==> config.mk <==
export PLATFORM = sky130hd
export DESIGN_NAME = masked_byte_pattern_search
export DESIGN_NICKNAME = d
export VERILOG_FILES = /design/src/hw/rtl/mbps_pkg.sv /design/src/hw/rtl/mbps_csr.sv /design/src/hw/rtl/mbps_match.sv /design/src/hw/rtl/mbps_rsp_buf.sv /design/src/hw/rtl/masked_byte_pattern_search.sv
export SDC_FILE = /design/constraint.sdc
export NUM_CORES = 1
export LEC_CHECK = 0
export BUFFER_PORTS_ARGS = -buffer_cell sky130_fd_sc_hd__buf_2
export CAP_MARGIN = 40
export CORE_MARGIN = 3
export CORE_UTILIZATION = 47
export DETAILED_ROUTE_END_ITERATION = 10
export HOLD_SLACK_MARGIN = 0.15
export PLACE_DENSITY = 0.63
export REMOVE_ABC_BUFFERS = 1
export SETUP_SLACK_MARGIN = 0.05
export SLEW_MARGIN = 40
export SYNTH_ARGS = -nofsm -noshare
export SYNTH_HDL_FRONTEND = slang
export SYNTH_SLANG_ARGS = --single-unit
==> constraint.sdc <==
create_clock -name clock -period 26.7 [get_ports clock]
set_input_delay 2.67 -clock clock [delete_from_list [all_inputs] [get_ports clock]]
set_output_delay 2.67 -clock clock [all_outputs]
set_load 0.01 [all_outputs]
==> src/hw/rtl/mbps_pkg.sv <==
// Package for the masked byte pattern search block.
// Holds the register map, field widths and the beat types shared by the modules.
// No dependencies.
`default_nettype none

package mbps_pkg;

   // Width of the pattern store, window depth default and field widths
   localparam int MAX_PATTERN_DEF = 16;
   localparam int PAT_BYTES       = 16;
   localparam int LEN_W           = 5;
   localparam int OFFSET_W        = 32;
   localparam int CSR_INDEX_W     = 4;
   localparam int CSR_DATA_W      = 64;

   // Register indexes
   localparam logic [CSR_INDEX_W-1:0] CSR_PATTERN_LOW    = 4'd0;
   localparam logic [CSR_INDEX_W-1:0] CSR_PATTERN_HIGH   = 4'd1;
   localparam logic [CSR_INDEX_W-1:0] CSR_WILDCARD_MASK  = 4'd2;
   localparam logic [CSR_INDEX_W-1:0] CSR_PATTERN_LENGTH = 4'd3;

   // Configuration seen by the compare logic
   typedef struct packed {
      logic [63:0]        pattern_high;
      logic [63:0]        pattern_low;
      logic [PAT_BYTES-1:0] wildcard_mask;
      logic [LEN_W-1:0]   pattern_length;
   } cfg_type;

   // One result beat
   typedef struct packed {
      logic                found;
      logic [OFFSET_W-1:0] match_offset;
   } rsp_type;

endpackage

`default_nettype wire

==> src/hw/rtl/mbps_csr.sv <==
// Configuration registers of the masked byte pattern search block.
// Depends on mbps_pkg for the register map and cfg_type.
`default_nettype none

module mbps_csr (
   input  wire                            clock,
   input  wire                            reset,
   input  wire                            csr_valid,
   input  wire [mbps_pkg::CSR_INDEX_W-1:0] csr_index,
   input  wire [mbps_pkg::CSR_DATA_W-1:0]  csr_data,
   output mbps_pkg::cfg_type              cfg
);
   import mbps_pkg::*;

   cfg_type cfg_ff, cfg_in;

   // Register decode; unknown indexes leave everything unchanged
   always_comb begin
      cfg_in = cfg_ff;
      if (csr_valid) begin
         case (csr_index)
            CSR_PATTERN_LOW:    cfg_in.pattern_low    = csr_data;
            CSR_PATTERN_HIGH:   cfg_in.pattern_high   = csr_data;
            CSR_WILDCARD_MASK:  cfg_in.wildcard_mask  = csr_data[PAT_BYTES-1:0];
            CSR_PATTERN_LENGTH: cfg_in.pattern_length = csr_data[LEN_W-1:0];
            default:            cfg_in = cfg_ff;
         endcase
      end
   end

   always_ff @(posedge clock) begin
      if (reset) begin
         cfg_ff <= '0;
      end else begin
         cfg_ff <= cfg_in;
      end
   end

   assign cfg = cfg_ff;

endmodule

`default_nettype wire

==> src/hw/rtl/mbps_match.sv <==
// Byte window, buffer byte count and masked compare of the pattern search block.
// Depends on mbps_pkg for cfg_type and rsp_type.
`default_nettype none

module mbps_match #(
   parameter int MAX_PATTERN = mbps_pkg::MAX_PATTERN_DEF
) (
   input  wire               clock,
   input  wire               reset,
   input  mbps_pkg::cfg_type cfg,
   input  wire               in_fire,
   input  wire [7:0]         data_byte,
   input  wire               last_byte,
   output logic              res_valid,
   output mbps_pkg::rsp_type res
);
   import mbps_pkg::*;

   logic [7:0]          win_ff [MAX_PATTERN];
   logic [7:0]          win_in [MAX_PATTERN];
   logic [OFFSET_W-1:0] count_ff, count_in;
   logic                reported_ff, reported_in;

   logic [OFFSET_W-1:0]  count_next;
   logic [MAX_PATTERN-1:0] age_ok;
   logic [8*PAT_BYTES-1:0] pattern;
   logic                 len_ok;
   logic                 count_ok;
   logic                 hit;

   assign pattern = {cfg.pattern_high, cfg.pattern_low};

   // Shifted window, newest byte at age 0
   always_comb begin
      win_in[0] = data_byte;
      for (int a = 1; a < MAX_PATTERN; a++) begin
         win_in[a] = win_ff[a-1];
      end
   end

   // Saturating byte count including this beat
   assign count_next = (count_ff == {OFFSET_W{1'b1}}) ? count_ff : count_ff + 1'b1;

   // Per age compare: age a lines up with pattern position len-1-a
   always_comb begin
      logic [LEN_W-1:0] pos;
      logic [3:0]       idx;
      for (int a = 0; a < MAX_PATTERN; a++) begin
         pos = LEN_W'(cfg.pattern_length - LEN_W'(1) - LEN_W'(a));
         idx = pos[3:0];
         age_ok[a] = (LEN_W'(a) >= cfg.pattern_length) || cfg.wildcard_mask[idx] ||
                     (win_in[a] == pattern[idx*8 +: 8]);
      end
   end

   assign len_ok   = (cfg.pattern_length != '0) &&
                     (cfg.pattern_length <= LEN_W'(MAX_PATTERN));
   assign count_ok = (count_next[OFFSET_W-1:LEN_W] != '0) ||
                     (count_next[LEN_W-1:0] >= cfg.pattern_length);
   assign hit      = !reported_ff && len_ok && count_ok && (&age_ok);

   // Result for the beat being taken
   assign res_valid        = !reported_ff && (hit || last_byte);
   assign res.found        = hit;
   assign res.match_offset = hit ? count_next - OFFSET_W'(cfg.pattern_length) : '0;

   // State update; the last byte rearms the buffer
   always_comb begin
      count_in    = count_ff;
      reported_in = reported_ff;
      if (in_fire) begin
         if (!reported_ff) begin
            count_in = count_next;
            if (hit) begin
               reported_in = 1'b1;
            end
         end
         if (last_byte) begin
            count_in    = '0;
            reported_in = 1'b0;
         end
      end
   end

   always_ff @(posedge clock) begin
      if (reset) begin
         count_ff    <= '0;
         reported_ff <= 1'b0;
      end else begin
         count_ff    <= count_in;
         reported_ff <= reported_in;
      end
   end

   // Window bytes are payload; the count keeps stale ones out of the compare
   always_ff @(posedge clock) begin
      if (in_fire && !reported_ff) begin
         win_ff <= win_in;
      end
   end

endmodule

`default_nettype wire

==> src/hw/rtl/mbps_rsp_buf.sv <==
// Two-beat result buffer (output register plus skid) of the pattern search block.
// Depends on mbps_pkg for rsp_type.
`default_nettype none

module mbps_rsp_buf (
   input  wire               clock,
   input  wire               reset,
   input  wire               push,
   input  mbps_pkg::rsp_type push_beat,
   output logic              not_full,
   output logic              rsp_valid,
   input  wire               rsp_ready,
   output mbps_pkg::rsp_type rsp_beat
);
   import mbps_pkg::*;

   logic [1:0] fill_ff, fill_in;
   rsp_type    head_ff, head_in;
   rsp_type    skid_ff, skid_in;
   logic       pop;

   assign pop       = rsp_valid && rsp_ready;
   assign rsp_valid = (fill_ff != 2'd0);
   assign not_full  = (fill_ff != 2'd2);
   assign rsp_beat  = head_ff;

   // Head holds the oldest beat, skid the one behind it
   always_comb begin
      fill_in = fill_ff;
      head_in = head_ff;
      skid_in = skid_ff;
      case ({push, pop})
         2'b10: begin
            fill_in = fill_ff + 2'd1;
            if (fill_ff == 2'd0) begin
               head_in = push_beat;
            end else begin
               skid_in = push_beat;
            end
         end
         2'b01: begin
            fill_in = fill_ff - 2'd1;
            head_in = skid_ff;
         end
         2'b11: begin
            if (fill_ff == 2'd1) begin
               head_in = push_beat;
            end else begin
               head_in = skid_ff;
               skid_in = push_beat;
            end
         end
         default: begin
            fill_in = fill_ff;
         end
      endcase
   end

   always_ff @(posedge clock) begin
      if (reset) begin
         fill_ff <= 2'd0;
      end else begin
         fill_ff <= fill_in;
      end
   end

   always_ff @(posedge clock) begin
      head_ff <= head_in;
      skid_ff <= skid_in;
   end

endmodule

`default_nettype wire

==> src/hw/rtl/masked_byte_pattern_search.sv <==
// Masked byte pattern search, top level.
// Haystack bytes arrive on req_* one per beat, req_last_byte marking the end of a
// buffer. The window of recent bytes is compared against the pattern held in the
// csr_* registers (pattern bytes, wildcard mask, length); wildcard positions match
// any byte. One rsp_* beat per buffer: found with the offset of the leftmost match
// as soon as it completes, or not-found (offset 0) at the last byte. Bytes after
// a match are dropped until the last byte, which rearms the search.
// Throughput: one byte per cycle while req_ready is high; the compare is
// combinational between the window registers and the result buffer. The result
// is registered in the result buffer before it appears on rsp_*.
// The result buffer holds two beats, so req_ready stays high while one result
// waits; it drops whenever both are full, even while the receiver takes a beat.
// csr_ready is always high; writes take effect for the next byte.
// Synchronous reset clears the csr_* registers, byte count and result buffer.
// Depends on mbps_pkg, mbps_csr, mbps_match and mbps_rsp_buf.
`default_nettype none

module masked_byte_pattern_search #(
   parameter int MAX_PATTERN = mbps_pkg::MAX_PATTERN_DEF
) (
   input  wire                             clock,
   input  wire                             reset,
   input  wire                             req_valid,
   output logic                            req_ready,
   input  wire [7:0]                       req_data_byte,
   input  wire                             req_last_byte,
   output logic                            rsp_valid,
   input  wire                             rsp_ready,
   output logic                            rsp_found,
   output logic [mbps_pkg::OFFSET_W-1:0]   rsp_match_offset,
   input  wire                             csr_valid,
   output logic                            csr_ready,
   input  wire [mbps_pkg::CSR_INDEX_W-1:0] csr_index,
   input  wire [mbps_pkg::CSR_DATA_W-1:0]  csr_data
);
   import mbps_pkg::*;

   cfg_type cfg;
   rsp_type res;
   rsp_type rsp_beat;
   logic    res_valid;
   logic    in_fire;
   logic    not_full;

   assign csr_ready = 1'b1;
   assign req_ready = not_full;
   assign in_fire   = req_valid && req_ready;

   mbps_csr u_csr (
      .clock     (clock),
      .reset     (reset),
      .csr_valid (csr_valid),
      .csr_index (csr_index),
      .csr_data  (csr_data),
      .cfg       (cfg)
   );

   mbps_match #(
      .MAX_PATTERN (MAX_PATTERN)
   ) u_match (
      .clock     (clock),
      .reset     (reset),
      .cfg       (cfg),
      .in_fire   (in_fire),
      .data_byte (req_data_byte),
      .last_byte (req_last_byte),
      .res_valid (res_valid),
      .res       (res)
   );

   mbps_rsp_buf u_rsp_buf (
      .clock     (clock),
      .reset     (reset),
      .push      (in_fire && res_valid),
      .push_beat (res),
      .not_full  (not_full),
      .rsp_valid (rsp_valid),
      .rsp_ready (rsp_ready),
      .rsp_beat  (rsp_beat)
   );

   assign rsp_found        = rsp_beat.found;
   assign rsp_match_offset = rsp_beat.match_offset;

endmodule

`default_nettype wire
==> results.py <==
metrics = {
    "power_and_ir_drop": {
        "power.switching_fraction_pct": 29.7,
        "power.static_leakage_nw": 9.38,
        "total_switching_power_mw": 0.486,
        "share_comb_of_total_power_pct": 17.9,
        "pwr-share-clk_pct": 35.7,
        "cell_pwr_density_nw_per_um2": 61.7,
        "pwr-share-seq_pct": 46.4,
        "max-vdd-ir-drop_uv": 46.7,
        "cell_internal_pwr_mw": 1.15,
    },
    "critical_path": {
        "crit_path_max_fanout": 69,
        "r2r.worst_path.cells": 19,
        "slowest_cell_on_the_critical_path": "ha_4",
        "timing.setup.critical_path_class": "reg2reg",
        "crit_path_max_incr_delay_ns": 0.90,
        "data_arrival_time_at_the_worst_slack_endpoint_ns": 8.75,
        "r2r_slack_ns": 18.23,
        "worst-endpoint-required_ns": 26.98,
        "crit_top_cell": "mux2_2",
        "critical_path.cell_chain": "clkinv_2, ha_4, buf_6, buf_4, mux2_2, mux2_2, o311ai_0, o211ai_1, xor2_1, nor4_1, a41oi_1, a311o_1, nor4_4, a31oi_1, nor3_1, ha_1, o21ai_0, a21oi_4, buf_8",
        "crit-reg2reg-launch": "u_csr.cfg[0]",
        "critPathCaptureType": "flip-flop",
        "timing.rr.end": "u_rsp_buf.skid_ff[28]",
        "startpoint_class_of_the_critical_path": "flip-flop",
    },
    "run_status": {
        "run_status": "complete, no violations",
    },
    "sta": {
        "setup_viol": 0,
        "finalWorstPathRequiredPeriod_ns": 8.47,
        "grt_setup_unrepaired": "no",
        "finalHoldViolCount": 0,
        "clock-skew-final_ns": 0.0265,
        "slew-limit-headroom_pct": 38.3,
        "timing_worst_slew_pin_value_ns": 0.925,
        "clock.fmax_mhz": 118,
        "finalCritPeriodShare_pct": 31.7,
        "tns_ns": 0,
        "report.final.slew_viol_count": 0,
    },
    "floorplanning": {
        "core_area_um2": 50200,
        "floorplan.die.width_um": 232,
        "floorplan.initialDensity_pct": 47.6,
        "row_cnt": 82,
        "die-height_um": 232,
        "boundaryPins": 118,
        "floorplan.die_area_um2": 53600,
    },
    "drt": {
        "count_of_vias_placed_by_the_detailed_router": 19700,
        "vias_per_cell": 6.06,
        "drt_wl_total_mm": 72.9,
        "drt_first_iter_violations": 2157,
        "detail-route-antenna-nets": 0,
        "drtPass1Iterations": 6,
        "post-route-drc-count": 0,
        "drt-wirelength-per-cell_um": 22.4,
    },
    "place": {
        "placement.cell_area_um2": 25100,
        "finalWeightedCongestion": 0.985,
        "portBuffers": 116,
        "hpwlAfterDp_mm": 52.7,
        "cell_total_after_placement": 3183,
    },
    "synth": {
        "synth.top_cell.area_share_pct": 23.4,
        "yosysUniqueCellTypes": 79,
        "per_instance_average_area_after_synthesis_um2": 9.44,
        "post_synth_main_area_contributors": "edfxtp_1, dfxtp_1, mux2i_1, nand2_1, mux4_2",
        "number_of_cells_produced_by_synthesis": 2533,
        "synthTopCellsByCount": "nand2_1, mux2i_1, nor2_1",
        "synthMostInstantiatedCell": "nand2_1",
        "register_area_share_after_synthesis_pct": 38.8,
        "proportion_of_synthesized_flip_flops_having_asynchronous_set_or_reset_pct": 0,
        "synth_edf_count": 186,
        "ys.flop_type": "edfxtp_1",
        "synthesis.yosys.warnings": 0,
        "synth_area_leader_cell": "edfxtp_1",
        "synthesized_area_um2": 23900,
        "postSynthRegisterBits": 370,
    },
    "cts": {
        "clk-insertion-delay-late_ns": 0.58,
        "tritoncts": "done",
        "cts_htree_levels": 2,
        "cts_resized": 0,
        "cts_setup_buffers": 0,
        "cts_max_path_buffers": 3,
        "cts.clk_slew.worst_paths_ns": 0.06,
        "cts.hold.buffers_added": 0,
        "cts_sinks": 370,
        "cts-buffers-inserted": 41,
        "cts_root_buf": "clkbuf_16",
    },
    "min_path": {
        "whs_path_depth": 0,
        "hold_path_startpoint": "u_match.win_ff[67]",
        "min-delay-path-class": "reg2reg",
        "worstHoldEndpoint": "u_match.win_ff[59]",
    },
    "flow_run": {
        "drv.max_cap_violation_count": 0,
    },
    "global_route": {
        "initial_antenna_violation_count": 0,
        "grt_pass1_wl_mm": 112,
        "number_of_global_route_vias_before_repair": 18800,
        "grt_max_degree": 109,
        "groute.usage.overall_pct": 26.8,
        "grt.overflow.total": 0,
    },
    "final_layout": {
        "antennaDiodeCount": 0,
        "final_design_instance_area_without_fill_um2": 26500,
        "share_of_post_route_cells_with_drive_strength_above_1_pct": 18.1,
        "area_growth_from_synthesis_to_layout_pct": 10.8,
        "final_cells": 3258,
        "layout.nets": 2653,
        "layout_utilization_pct": 52.8,
    },
}
-- sequential cells by signal, indices dropped and copies added (netlist names) --
signal,flops
u_csr.cfg,149
u_match.count_ff,32
u_match.reported_ff,1
u_match.win_ff,120
u_rsp_buf.fill_ff,2
u_rsp_buf.rsp_beat,33
u_rsp_buf.skid_ff,33
-- worst max-delay path, delay by kind of cell (launching register included) --
family	cells	cell delay (ns)
and+or+nand+nor	3	1.28
muxes	2	0.70
adders and majority gates	2	1.22
DFF	1	0.74
AOI/OAI and AO/OA	7	1.86
xor gates and xnor gates	1	0.17
buffers and inverters	4	2.13
-- worst max path at each step --
stage	from	end	cells after the start
global placement	u_csr.cfg[0]	u_rsp_buf.rsp_beat[22]	20
CTS	u_csr.cfg[0]	u_rsp_buf.skid_ff[26]	19
detailed placement	u_csr.cfg[0]	u_rsp_buf.skid_ff[29]	19
finish	u_csr.cfg[0]	u_rsp_buf.skid_ff[28]	19
global route	u_csr.cfg[0]	u_rsp_buf.rsp_beat[19]	20
floorplan	u_csr.cfg[0]	u_rsp_buf.rsp_beat[0]	13
-- per-stage QoR --
step	hold WS, ns	setup slack [ns]	power (mW)
2_1_floorplan	0.437	8.98	0.927
3_3_place_gp	0.449	18.17	1.05
3_5_place_dp	0.455	18.33	1.06
4_1_cts	0.459	18.29	1.64
5_1_grt	0.466	17.56	1.69
6_report	0.462	18.23	1.63
-- logic make-up (layout without fill, tap and decap cells) --
| kind of cell | count (synthesis) | in the layout | share of synthesized area [%] |
|---|---|---|---|
| AOI/OAI and AO/OA | 410 | 410 | 10.2 |
| xor gates and xnor gates | 188 | 188 | 7.09 |
| adders and majority gates | 17 | 17 | 0.921 |
| buffers and inverters | 199 | 252 | 3.45 |
| DFF | 370 | 370 | 38.8 |
| muxes | 454 | 454 | 23.2 |
| other | 1 | 1 | 0.0157 |
| and+or+nand+nor | 894 | 894 | 16.3 |
-- power by group through the flow --
stage	Clock (mW)	Combinational, mW	Sequential [mW]
finish	0.583	0.292	0.759
global route	0.613	0.311	0.765
CTS	0.592	0.291	0.757
detailed placement	0	0.289	0.767
global placement	0	0.279	0.768
floorplan	0	0.153	0.774
-- cell type report --
type / count / area, um2
Clock buffer: 58 / 1150
Clock inverter: 17 / 194
Fill cell: 4480 / 23700
Inverter: 24 / 91.3
Multi-Input combinational cell: 1964 / 14000
Sequential cell: 370 / 9270
Tap cell: 672 / 841
Timing Repair Buffer: 153 / 928
-- metal layers --
layer  vias up  share of wire, %  global-route usage, %
met2       774                46                   43.4
li1       9134                 -                      -
met1      9692                42                   36.0
met5         -                 0                      0
met3       149               7.4                   4.23
met4         0               4.2                   10.7
-- cell usage in the layout (no fill, tap or decap), drive strengths merged, types with 8 or more instances in the layout --
master,netlist,routed
dfxtp,184,184
o21ai,80,80
clkinv,1,13
edfxtp,186,186
a211oi,18,18
nor4,35,35
or2,9,9
and4,9,9
or3,10,10
ha,16,16
and3,15,15
nand4,22,22
inv,23,24
o211ai,16,16
nor3,30,30
nand3,29,29
xor2,87,87
mux4,67,67
buf,79,152
mux2i,254,254
nand2,453,453
nand2b,10,10
a21oi,206,206
xnor2,101,101
clkbuf,96,59
a22oi,20,20
mux2,133,133
nor2,250,250
a31oi,11,11
o22ai,8,8
Power figures use the tool's default switching activity.
